## src/hw/rtl/quality_score_huffman_encoder_assert.svh

```systemverilog
// assertion macros for the quality score huffman encoder
// no dependencies; taken in by `include in the modules that check their own logic
`ifndef QUALITY_SCORE_HUFFMAN_ENCODER_ASSERT_SVH
`define QUALITY_SCORE_HUFFMAN_ENCODER_ASSERT_SVH

`ifndef SYNTH
`define QSHE_ASSERT_IMPLIES(label, clk, rst, cond, expr) \
   label: assert property (@(posedge clk) disable iff (rst) (cond) |-> (expr)) \
      else $error("assertion failed: implication");
`define QSHE_ASSERT_NEXT(label, clk, rst, cond, expr) \
   label: assert property (@(posedge clk) disable iff (rst) (cond) |=> (expr)) \
      else $error("assertion failed: next cycle");
`define QSHE_ASSERT_NEVER(label, clk, rst, cond) \
   label: assert property (@(posedge clk) disable iff (rst) !(cond)) \
      else $error("assertion failed: forbidden condition");
`else
`define QSHE_ASSERT_IMPLIES(label, clk, rst, cond, expr)
`define QSHE_ASSERT_NEXT(label, clk, rst, cond, expr)
`define QSHE_ASSERT_NEVER(label, clk, rst, cond)
`endif

`endif

```

## src/hw/rtl/qshe_pkg.sv

```systemverilog
// shared constants, types and the prefix code table of the quality score encoder
// no dependencies
package qshe_pkg;

   localparam int OutBits     = 8;
   localparam int SymbolWidth = 8;
   localparam int MaxCodeLen  = 14;
   localparam int LenWidth    = $clog2(MaxCodeLen + 1);
   localparam int PendWidth   = OutBits - 1;
   localparam int PendCntWidth = $clog2(OutBits);
   localparam int CatWidth    = PendWidth + MaxCodeLen;
   localparam int CountWidth  = $clog2(CatWidth + 1);
   localparam int MaxResults  = (CatWidth + OutBits - 1) / OutBits;
   localparam int ResIdxWidth = $clog2(MaxResults + 1);
   localparam int AlignWidth  = MaxResults * OutBits;
   localparam int ValidWidth  = 4;
   localparam int QueueDepth  = 4;
   localparam int QPtrWidth   = $clog2(QueueDepth);
   localparam int QCntWidth   = $clog2(QueueDepth + 1);

   typedef struct packed {
      logic                  hit;
      logic [MaxCodeLen-1:0] bits;
      logic [LenWidth-1:0]   len;
   } code_type;

   // one queued transaction: left aligned bytes and how to tag them
   typedef struct packed {
      logic [AlignWidth-1:0]  data;
      logic [ResIdxWidth-1:0] count;
      logic [ValidWidth-1:0]  last_valid;
      logic                   last_final;
   } entry_type;

   function automatic code_type code_lookup(input logic [SymbolWidth-1:0] sym);
      code_type c;
      c.hit = 1'b1;
      unique case (sym)
         8'h48: begin c.bits = 14'd0;     c.len = 4'd1;  end // H
         8'h47: begin c.bits = 14'd4;     c.len = 4'd3;  end // G
         8'h43: begin c.bits = 14'd20;    c.len = 4'd5;  end // C
         8'h41: begin c.bits = 14'd42;    c.len = 4'd6;  end // A
         8'h3C: begin c.bits = 14'd86;    c.len = 4'd7;  end // <
         8'h39: begin c.bits = 14'd174;   c.len = 4'd8;  end // 9
         8'h3A: begin c.bits = 14'd175;   c.len = 4'd8;  end // :
         8'h42: begin c.bits = 14'd22;    c.len = 4'd5;  end // B
         8'h3E: begin c.bits = 14'd92;    c.len = 4'd7;  end // >
         8'h2E: begin c.bits = 14'd744;   c.len = 4'd10; end // .
         8'h29: begin c.bits = 14'd2980;  c.len = 4'd12; end // )
         8'h49: begin c.bits = 14'd2981;  c.len = 4'd12; end // I
         8'h2B: begin c.bits = 14'd1491;  c.len = 4'd11; end // +
         8'h36: begin c.bits = 14'd373;   c.len = 4'd9;  end // 6
         8'h3B: begin c.bits = 14'd187;   c.len = 4'd8;  end // ;
         8'h23: begin c.bits = 14'd47;    c.len = 4'd6;  end // #
         8'h46: begin c.bits = 14'd6;     c.len = 4'd3;  end // F
         8'h45: begin c.bits = 14'd14;    c.len = 4'd4;  end // E
         8'h44: begin c.bits = 14'd30;    c.len = 4'd5;  end // D
         8'h32: begin c.bits = 14'd992;   c.len = 4'd10; end // 2
         8'h2C: begin c.bits = 14'd1986;  c.len = 4'd11; end // ,
         8'h2F: begin c.bits = 14'd1987;  c.len = 4'd11; end // /
         8'h38: begin c.bits = 14'd497;   c.len = 4'd9;  end // 8
         8'h35: begin c.bits = 14'd498;   c.len = 4'd9;  end // 5
         8'h37: begin c.bits = 14'd499;   c.len = 4'd9;  end // 7
         8'h3F: begin c.bits = 14'd125;   c.len = 4'd7;  end // ?
         8'h3D: begin c.bits = 14'd252;   c.len = 4'd8;  end // =
         8'h33: begin c.bits = 14'd1012;  c.len = 4'd10; end // 3
         8'h28: begin c.bits = 14'd4052;  c.len = 4'd12; end // (
         8'h2A: begin c.bits = 14'd4053;  c.len = 4'd12; end // *
         8'h25: begin c.bits = 14'd16216; c.len = 4'd14; end // %
         8'h26: begin c.bits = 14'd16217; c.len = 4'd14; end // &
         8'h27: begin c.bits = 14'd8109;  c.len = 4'd13; end // '
         8'h2D: begin c.bits = 14'd4055;  c.len = 4'd12; end // -
         8'h34: begin c.bits = 14'd1014;  c.len = 4'd10; end // 4
         8'h30: begin c.bits = 14'd2030;  c.len = 4'd11; end // 0
         8'h31: begin c.bits = 14'd2031;  c.len = 4'd11; end // 1
         8'h40: begin c.bits = 14'd127;   c.len = 4'd7;  end // @
         default: begin
            c.hit  = 1'b0;
            c.bits = '0;
            c.len  = '0;
         end
      endcase
      return c;
   endfunction

endpackage

```

## src/hw/rtl/qshe_req_if.sv

```systemverilog
// input channel of the quality score encoder: one character per transaction
// depends on qshe_pkg
interface qshe_req_if;
   logic                              valid;
   logic                              ready;
   logic [qshe_pkg::SymbolWidth-1:0]  symbol;
   logic                              end_of_stream;

   modport source (output valid, symbol, end_of_stream, input ready);
   modport sink   (input valid, symbol, end_of_stream, output ready);
endinterface

```

## src/hw/rtl/qshe_rsp_if.sv

```systemverilog
// result channel of the quality score encoder: one packed byte per transaction
// depends on qshe_pkg
interface qshe_rsp_if;
   logic                             valid;
   logic                             ready;
   logic [qshe_pkg::OutBits-1:0]     byte_value;
   logic [qshe_pkg::ValidWidth-1:0]  valid_bits;
   logic                             stream_final;
   logic                             run_last;

   modport source (output valid, byte_value, valid_bits, stream_final, run_last, input ready);
   modport sink   (input valid, byte_value, valid_bits, stream_final, run_last, output ready);
endinterface

```

## src/hw/rtl/quality_score_huffman_encoder.sv

```systemverilog
// Quality score huffman encoder. Each req transaction carries one character, which is
// looked up in a fixed 38-entry prefix code (1 to 14 bits) and appended msb first to a
// bit packer; every full byte leaves as one rsp transaction, and end_of_stream pads the
// remaining bits with zeros into a final short byte (valid_bits tells how many count).
// Characters outside the code add no bits. A character is accepted every cycle as long
// as the four-entry queue between the front end and the byte emitter has room; the
// emitter sends one byte per cycle while the receiver does not stall it, so a character
// that completes two or three bytes holds the emitter for each of them and the sustained
// rate is set by output bytes, one per cycle. The first byte of a character is written
// into a queue slot when the character is accepted, can wait there while the output is
// stalled, and then moves into the output register. run_last marks the last byte
// caused by a character; characters that complete no byte produce no rsp transaction.
// depends on qshe_pkg, qshe_req_if, qshe_rsp_if, qshe_front, qshe_queue, qshe_back

module quality_score_huffman_encoder (
   input  logic       clock,
   input  logic       reset,
   qshe_req_if.sink   req_chan,
   qshe_rsp_if.source rsp_chan
);

   // front end to queue
   qshe_pkg::entry_type push_entry;
   logic                push_valid;
   logic                push_ready;

   // queue to byte emitter
   qshe_pkg::entry_type pop_entry;
   logic                pop_valid;
   logic                pop;

   // lookup and packing, one character per cycle while the queue has room
   qshe_front u_front (
      .clock      (clock),
      .reset      (reset),
      .req_chan   (req_chan),
      .push_entry (push_entry),
      .push_valid (push_valid),
      .push_ready (push_ready)
   );

   // decouples character intake from byte output
   qshe_queue u_queue (
      .clock      (clock),
      .reset      (reset),
      .push_entry (push_entry),
      .push_valid (push_valid),
      .push_ready (push_ready),
      .pop_entry  (pop_entry),
      .pop_valid  (pop_valid),
      .pop        (pop)
   );

   // one byte per cycle into the output register while the receiver does not stall it
   qshe_back u_back (
      .clock       (clock),
      .reset       (reset),
      .entry       (pop_entry),
      .entry_valid (pop_valid),
      .pop         (pop),
      .rsp_chan    (rsp_chan)
   );

endmodule

```

## src/hw/rtl/qshe_front.sv

```systemverilog
// front end: code lookup, bit packing state and byte split of each character
// depends on qshe_pkg, qshe_req_if and the assertion header
`include "quality_score_huffman_encoder_assert.svh"

module qshe_front (
   input  logic                clock,
   input  logic                reset,
   qshe_req_if.sink            req_chan,
   output qshe_pkg::entry_type push_entry,
   output logic                push_valid,
   input  logic                push_ready
);

   logic [qshe_pkg::PendWidth-1:0]    pend_bits_ff, pend_bits_in;
   logic [qshe_pkg::PendCntWidth-1:0] pend_cnt_ff, pend_cnt_in;

   qshe_pkg::code_type                code;
   logic [qshe_pkg::LenWidth-1:0]     len;
   logic [qshe_pkg::CatWidth-1:0]     cat;
   logic [qshe_pkg::CountWidth-1:0]   total;
   logic [qshe_pkg::CountWidth-1:0]   align_shift;
   logic [qshe_pkg::ResIdxWidth-1:0]  n_full;
   logic [qshe_pkg::PendCntWidth-1:0] rest;
   logic [qshe_pkg::PendWidth:0]      rest_mask;
   logic                              pad;
   logic                              accept;

   assign req_chan.ready = push_ready;
   assign accept = req_chan.valid && req_chan.ready;

   always_comb begin
      code  = qshe_pkg::code_lookup(req_chan.symbol);
      len   = code.hit ? code.len : '0;
      cat   = (qshe_pkg::CatWidth'(pend_bits_ff) << len) |
              qshe_pkg::CatWidth'(code.bits);
      total = qshe_pkg::CountWidth'(pend_cnt_ff) + qshe_pkg::CountWidth'(len);
      n_full = qshe_pkg::ResIdxWidth'(total / qshe_pkg::OutBits);
      rest   = qshe_pkg::PendCntWidth'(total % qshe_pkg::OutBits);
      pad    = req_chan.end_of_stream && (rest != '0);
      align_shift = qshe_pkg::CountWidth'(qshe_pkg::AlignWidth) - total;

      push_entry.data       = qshe_pkg::AlignWidth'(cat) << align_shift;
      push_entry.count      = n_full + qshe_pkg::ResIdxWidth'(pad);
      push_entry.last_valid = pad ? qshe_pkg::ValidWidth'(rest)
                                  : qshe_pkg::ValidWidth'(qshe_pkg::OutBits);
      push_entry.last_final = req_chan.end_of_stream;
      push_valid = accept && (push_entry.count != '0);

      // keep only the bits left over below the emitted bytes
      rest_mask = ((qshe_pkg::PendWidth + 1)'(1) << rest) - 1'b1;
      pend_bits_in = pend_bits_ff;
      pend_cnt_in  = pend_cnt_ff;
      if (accept) begin
         if (req_chan.end_of_stream) begin
            pend_bits_in = '0;
            pend_cnt_in  = '0;
         end else begin
            pend_bits_in = cat[qshe_pkg::PendWidth-1:0] & rest_mask[qshe_pkg::PendWidth-1:0];
            pend_cnt_in  = rest;
         end
      end
   end

   always_ff @(posedge clock) begin
      if (reset) begin
         pend_bits_ff <= '0;
         pend_cnt_ff  <= '0;
      end else begin
         pend_bits_ff <= pend_bits_in;
         pend_cnt_ff  <= pend_cnt_in;
      end
   end

   `QSHE_ASSERT_NEXT(flush_clears_pending, clock, reset, accept && req_chan.end_of_stream, pend_cnt_ff == '0 && pend_bits_ff == '0)
   `QSHE_ASSERT_NEVER(push_while_full, clock, reset, push_valid && !push_ready)

endmodule

```

## src/hw/rtl/qshe_queue.sv

```systemverilog
// short register queue between the front end and the byte emitter
// depends on qshe_pkg and the assertion header
`include "quality_score_huffman_encoder_assert.svh"

module qshe_queue (
   input  logic                clock,
   input  logic                reset,
   input  qshe_pkg::entry_type push_entry,
   input  logic                push_valid,
   output logic                push_ready,
   output qshe_pkg::entry_type pop_entry,
   output logic                pop_valid,
   input  logic                pop
);

   qshe_pkg::entry_type               slot_ff [qshe_pkg::QueueDepth];
   logic [qshe_pkg::QPtrWidth-1:0]    wr_ptr_ff, wr_ptr_in;
   logic [qshe_pkg::QPtrWidth-1:0]    rd_ptr_ff, rd_ptr_in;
   logic [qshe_pkg::QCntWidth-1:0]    fill_ff, fill_in;
   logic                              do_push;
   logic                              do_pop;

   assign push_ready = fill_ff != qshe_pkg::QCntWidth'(qshe_pkg::QueueDepth);
   assign pop_valid  = fill_ff != '0;
   assign pop_entry  = slot_ff[rd_ptr_ff];
   assign do_push    = push_valid && push_ready;
   assign do_pop     = pop && pop_valid;

   always_comb begin
      wr_ptr_in = do_push ? wr_ptr_ff + 1'b1 : wr_ptr_ff;
      rd_ptr_in = do_pop  ? rd_ptr_ff + 1'b1 : rd_ptr_ff;
      fill_in   = fill_ff + qshe_pkg::QCntWidth'(do_push) - qshe_pkg::QCntWidth'(do_pop);
   end

   always_ff @(posedge clock) begin
      if (reset) begin
         wr_ptr_ff <= '0;
         rd_ptr_ff <= '0;
         fill_ff   <= '0;
      end else begin
         wr_ptr_ff <= wr_ptr_in;
         rd_ptr_ff <= rd_ptr_in;
         fill_ff   <= fill_in;
      end
   end

   always_ff @(posedge clock) begin
      if (do_push) begin
         slot_ff[wr_ptr_ff] <= push_entry;
      end
   end

   `QSHE_ASSERT_NEVER(pop_when_empty, clock, reset, pop && !pop_valid)
   `QSHE_ASSERT_IMPLIES(fill_matches_ptrs, clock, reset, fill_ff != qshe_pkg::QCntWidth'(qshe_pkg::QueueDepth), wr_ptr_ff == rd_ptr_ff + qshe_pkg::QPtrWidth'(fill_ff))

endmodule

```

## src/hw/rtl/qshe_back.sv

```systemverilog
// back end: walks the bytes of each queued transaction into the output register
// depends on qshe_pkg, qshe_rsp_if and the assertion header
`include "quality_score_huffman_encoder_assert.svh"

module qshe_back (
   input  logic                clock,
   input  logic                reset,
   input  qshe_pkg::entry_type entry,
   input  logic                entry_valid,
   output logic                pop,
   qshe_rsp_if.source          rsp_chan
);

   logic [qshe_pkg::ResIdxWidth-1:0] idx_ff, idx_in;
   logic [qshe_pkg::ResIdxWidth-1:0] idx_next;
   logic                             rsp_valid_ff, rsp_valid_in;
   logic [qshe_pkg::OutBits-1:0]     byte_ff;
   logic [qshe_pkg::ValidWidth-1:0]  vbits_ff;
   logic                             final_ff;
   logic                             last_ff;
   logic [qshe_pkg::AlignWidth-1:0]  shifted;
   logic                             load;
   logic                             is_last;

   assign rsp_chan.valid        = rsp_valid_ff;
   assign rsp_chan.byte_value   = byte_ff;
   assign rsp_chan.valid_bits   = vbits_ff;
   assign rsp_chan.stream_final = final_ff;
   assign rsp_chan.run_last     = last_ff;

   always_comb begin
      load     = entry_valid && (!rsp_valid_ff || rsp_chan.ready);
      idx_next = idx_ff + 1'b1;
      is_last  = idx_next == entry.count;
      pop      = load && is_last;
      shifted  = entry.data << (int'(idx_ff) * qshe_pkg::OutBits);
      idx_in   = idx_ff;
      if (load) begin
         idx_in = is_last ? '0 : idx_next;
      end
      if (load) begin
         rsp_valid_in = 1'b1;
      end else if (rsp_chan.ready) begin
         rsp_valid_in = 1'b0;
      end else begin
         rsp_valid_in = rsp_valid_ff;
      end
   end

   always_ff @(posedge clock) begin
      if (reset) begin
         idx_ff       <= '0;
         rsp_valid_ff <= 1'b0;
      end else begin
         idx_ff       <= idx_in;
         rsp_valid_ff <= rsp_valid_in;
      end
   end

   always_ff @(posedge clock) begin
      if (load) begin
         byte_ff  <= shifted[qshe_pkg::AlignWidth-1 -: qshe_pkg::OutBits];
         vbits_ff <= is_last ? entry.last_valid : qshe_pkg::ValidWidth'(qshe_pkg::OutBits);
         final_ff <= is_last && entry.last_final;
         last_ff  <= is_last;
      end
   end

   `QSHE_ASSERT_IMPLIES(idx_in_range, clock, reset, entry_valid, idx_ff < entry.count)
   `QSHE_ASSERT_IMPLIES(partial_entry_held, clock, reset, idx_ff != '0, entry_valid)

endmodule

```

## src/flat_wrapper.sv

```systemverilog
// flat-port wrapper written by rule: the top's interface ports become plain ports
module quality_score_huffman_encoder_flat 
  (clock, reset, req_chan_valid, req_chan_symbol, req_chan_end_of_stream, req_chan_ready, rsp_chan_valid, rsp_chan_byte_value, rsp_chan_valid_bits, rsp_chan_stream_final, rsp_chan_run_last, rsp_chan_ready);
  qshe_req_if req_chan_i ();
  qshe_rsp_if rsp_chan_i ();
  input  logic clock;
  input  logic reset;
  input wire logic [$bits(req_chan_i.valid)-1:0] req_chan_valid;
  input wire logic [$bits(req_chan_i.symbol)-1:0] req_chan_symbol;
  input wire logic [$bits(req_chan_i.end_of_stream)-1:0] req_chan_end_of_stream;
  output wire logic [$bits(req_chan_i.ready)-1:0] req_chan_ready;
  output wire logic [$bits(rsp_chan_i.valid)-1:0] rsp_chan_valid;
  output wire logic [$bits(rsp_chan_i.byte_value)-1:0] rsp_chan_byte_value;
  output wire logic [$bits(rsp_chan_i.valid_bits)-1:0] rsp_chan_valid_bits;
  output wire logic [$bits(rsp_chan_i.stream_final)-1:0] rsp_chan_stream_final;
  output wire logic [$bits(rsp_chan_i.run_last)-1:0] rsp_chan_run_last;
  input wire logic [$bits(rsp_chan_i.ready)-1:0] rsp_chan_ready;
  assign req_chan_i.valid = req_chan_valid;
  assign req_chan_i.symbol = req_chan_symbol;
  assign req_chan_i.end_of_stream = req_chan_end_of_stream;
  assign req_chan_ready = req_chan_i.ready;
  assign rsp_chan_valid = rsp_chan_i.valid;
  assign rsp_chan_byte_value = rsp_chan_i.byte_value;
  assign rsp_chan_valid_bits = rsp_chan_i.valid_bits;
  assign rsp_chan_stream_final = rsp_chan_i.stream_final;
  assign rsp_chan_run_last = rsp_chan_i.run_last;
  assign rsp_chan_i.ready = rsp_chan_ready;
  quality_score_huffman_encoder u_core (.clock(clock), .reset(reset), .req_chan(req_chan_i), .rsp_chan(rsp_chan_i));
endmodule
```

## config.mk

```make
export PLATFORM = sky130hd
export DESIGN_NAME = quality_score_huffman_encoder_flat
export DESIGN_NICKNAME = d
export VERILOG_FILES = /design/src/hw/rtl/qshe_pkg.sv /design/src/hw/rtl/qshe_req_if.sv /design/src/hw/rtl/qshe_rsp_if.sv /design/src/hw/rtl/quality_score_huffman_encoder.sv /design/src/hw/rtl/qshe_front.sv /design/src/hw/rtl/qshe_queue.sv /design/src/hw/rtl/qshe_back.sv /design/src/flat_wrapper.sv
export VERILOG_INCLUDE_DIRS = /design/src /design/src/hw/rtl
export SDC_FILE = /design/constraint.sdc
export NUM_CORES = 1
export LEC_CHECK = 0
export BUFFER_PORTS_ARGS = -buffer_cell sky130_fd_sc_hd__buf_2
export CORE_UTILIZATION = 45
export CTS_CLUSTER_SIZE = 25
export DETAILED_ROUTE_END_ITERATION = 10
export PLACE_DENSITY_LB_ADDON = 0.08
export SLEW_MARGIN = 20
export SYNTH_ARGS = -nofsm -noshare
export SYNTH_HDL_FRONTEND = slang
export SYNTH_SLANG_ARGS = --single-unit
```

## constraint.sdc

```tcl
create_clock -name clock -period 10.5 [get_ports clock]
set_input_delay 2.1 -clock clock [delete_from_list [all_inputs] [get_ports clock]]
set_output_delay 2.1 -clock clock [all_outputs]
set_load 0.01 [all_outputs]
```

==> results.yml <==
timing:
  clock-skew-final_ns: 0.0146
  rsz0062_at_grt: "false"
  post-route-period-util_pct: 84.0
  fin_crit_ns: 8.82
  drv_slew: 0
  clock.fmax_mhz: 113
  setup_tns_ns: 0
  finalSetupViolCount: 0
  slew_headroom_pct: 37.8
  final_hold_viol_count: 0
  tightest_slew_ns: 0.925
clocking:
  post-cts-setup-buffers: 0
  cts_buffer_depth: 2
  cts_tree: "yes"
  htreeDepth: 4
  ctsRootBufferMaster: "clkbuf_16"
  numCtsBuffers: 17
  clk_latency_ns: 0.42
  clk_pin_slew_ns: 0.07
  ctsHoldBuffers: 0
  clock_sinks: 160
  ctsResizeCount: 0
route:
  via_per_inst: 6.34
  drt_wl_total_um: 25700
  routedWlPerCell_um: 22.2
  ant_nets: 0
  drt_iter0_markers: 662
  via_count: 7344
  firstDrtPassIters: 8
  drc: 2
yosys:
  yosysTopAreaCellShare_pct: 43.0
  ys.flop_type: "edfxtp_1"
  avgSynthCellArea_um2: 11.1
  ys_seq_area_share_pct: 47.5
  postSynthCellCount: 870
  synth_cell_types: 85
  syn_nets: 903
  synth.area.top_cells: "edfxtp_1, mux4_2, dfxtp_1"
  synthTopCellsByCount: "edfxtp_1, nor2_1, nand2_1"
  ys_ff_latch: 160
  yosys_warnings: 0
  async_flop_share_pct: 0
  synth-edff-count: 138
  netlist_area_mm2: 0.00964
  yosysMostFrequentCell: "edfxtp_1"
  synth_top_area_cell: "edfxtp_1"
place:
  gp_routability_congestion: 0.937
  dp_hpwl_um: 17900
  dp.cells: 1127
  portBuffers: 28
power_and_ir_drop:
  powerDensity_mw_per_mm2: 177
  power.static_leakage_nw: 3.56
  ir_drop_uv: 92.5
global_route:
  grt_use_total_pct: 24.3
  grt_pass1_vias: 7020
  gr-total-overflow: 0
  antenna_found_initial: 0
  grt_first_pass_wirelength_um: 40400
  grt_max_degree: 46
cells_and_area:
  fin_nets: 904
  instances_no_fill: 1159
  syn_to_final_growth_pct: 9.47
  drive_gt1_share_pct: 17.2
  diodes: 0
floorplan:
  die_w_um: 148
  fp-row-count: 53
  die_h_um: 148
  core_area_mm2: 0.0210
  ios: 29
  die-area_mm2: 0.0220
  initial_core_util_pct: 45.9
flow_run:
  maxCapViolCount: 0
status:
  status: "finished, violations left"
  violations: "design-rule violations"
setup_path:
  crit_path_max_fanout: 20
  worstSetupEndpointType: "flip-flop"
  critPathKind: "input port to flip-flop"
  critPathLaunchType: "input port"
  worstPathRequired_ns: 10.80
  arrival_ns: 9.12
hold_path:
  hold_class: "flip-flop to flip-flop"
sequential cells by signal, summed over array words and instances (netlist names), named ones only:
name	cells
u_core.u_queue.slot_ff	124
u_core.u_back.rsp_chan.byte_value	8
u_core.u_front.pend_bits_ff	7
u_core.u_back.rsp_chan.valid_bits	4
u_core.u_front.pend_cnt_ff	3
u_core.u_queue.fill_ff	3
u_core.u_back.idx_ff	2
u_core.u_queue.rd_ptr_ff	2
u_core.u_queue.wr_ptr_ff	2
u_core.u_back.rsp_chan.run_last	1
u_core.u_back.rsp_chan.stream_final	1
u_core.u_back.rsp_chan.valid	1
metal layers:
metal / part of all wire [%] / global-route usage (%) / vias to the layer above
li1: - / - / 3377
met1: 45 / 33.7 / 3652
met5: 0 / 0 / -
met3: 5.5 / 3.62 / 27
met2: 48 / 39.4 / 288
met4: 1.5 / 6.86 / 0
through the flow:
step           hold slack, ns  power, mW  util [%]  area (µm²)  setup WS, ns
3_5_place_dp            0.486       1.28      47.4        9970          1.37
3_3_place_gp            0.449       1.28      47.4        9970          1.60
2_1_floorplan           0.461       1.15         -        9640          2.98
4_1_cts                 0.497       1.88      50.2       10600          1.72
6_report                0.498       1.87      50.2       10600          1.68
5_1_grt                 0.542       1.96      50.2       10600          1.08
power breakdown:
group | switching [mW] | leakage [nW] | internal (mW)
Combinational | 0.293 | 1.92 | 0.190
Clock | 0.281 | 0.291 | 0.320
Sequential | 0.0211 | 1.34 | 0.763
Total | 0.596 | 3.56 | 1.27
cells by family (layout without fill, tap and decap cells):
kind of cell | Yosys count | count (layout) | synth area share, %
AND/OR/NAND/NOR | 285 | 285 | 15.2
multiplexers | 76 | 76 | 12.8
adder cells (fa/ha/maj) | 21 | 21 | 2.85
AO/OA/AOI/OAI | 219 | 219 | 15.7
XOR/XNOR | 18 | 18 | 1.79
flip-flops | 160 | 160 | 47.5
buffers and inverters | 91 | 105 | 4.06
layout by cell type (no fill, tap or decap), drive strengths merged, types with 12 or more instances in the layout:
cell,n
a21oi,45
and2,12
buf,41
clkbuf,17
dfxtp,22
edfxtp,138
ha,18
inv,40
mux2i,32
mux4,35
nand2,58
nand3,19
nor2,78
nor2b,14
nor3,34
o211ai,15
o21ai,38
o22ai,16
xnor2,13
layout make-up:
type / instances / area, µm²
Sequential cell: 160 / 4590
Inverter: 32 / 121
Clock buffer: 17 / 425
Clock inverter: 15 / 163
Tap cell: 275 / 344
Fill cell: 1851 / 10500
Multi-Input combinational cell: 619 / 4680
Timing Repair Buffer: 41 / 238
worst max-delay path: stages:
cell	delay, ns
buf_2	0.30
nand4bb_1	0.61
nor3b_1	0.12
a211oi_1	0.28
and3_1	0.68
clkinv_2	0.42
ha_1	0.35
fa_1	0.48
xnor2_1	0.68
ha_1	0.35
inv_1	0.09
nand2_1	0.18
inv_1	0.07
ha_1	0.20
xor2_1	0.31
nor2_1	0.09
nor2_1	0.36
inv_1	0.09
ha_1	0.30
inv_1	0.06
ha_1	0.14
inv_1	0.05
fa_1	0.40
xor2_1	0.18
xnor2_1	0.14
nor2_1	0.05
final timing paths:
| kind | depth (start not counted) | end | slack (ns) | start |
|---|---|---|---|---|
| min reg2reg | 2 | u_core.u_back.rsp_chan.valid$_SDFFE_PP0P_ | 0.50 | u_core.u_back.rsp_chan.valid$_SDFFE_PP0P_ |
| min | 2 | u_core.u_back.rsp_chan.valid$_SDFFE_PP0P_ | 0.50 | u_core.u_back.rsp_chan.valid$_SDFFE_PP0P_ |
| max | 26 | u_core.u_queue.fill_ff[2]$_SDFF_PP0_ | 1.68 | req_chan_symbol[7] |
| max reg2reg | 20 | u_core.u_queue.fill_ff[2]$_SDFF_PP0_ | 5.62 | u_core.u_front.pend_cnt_ff[0]$_SDFFE_PP0P_ |
No activity file was read; power rests on OpenSTA's default activity.
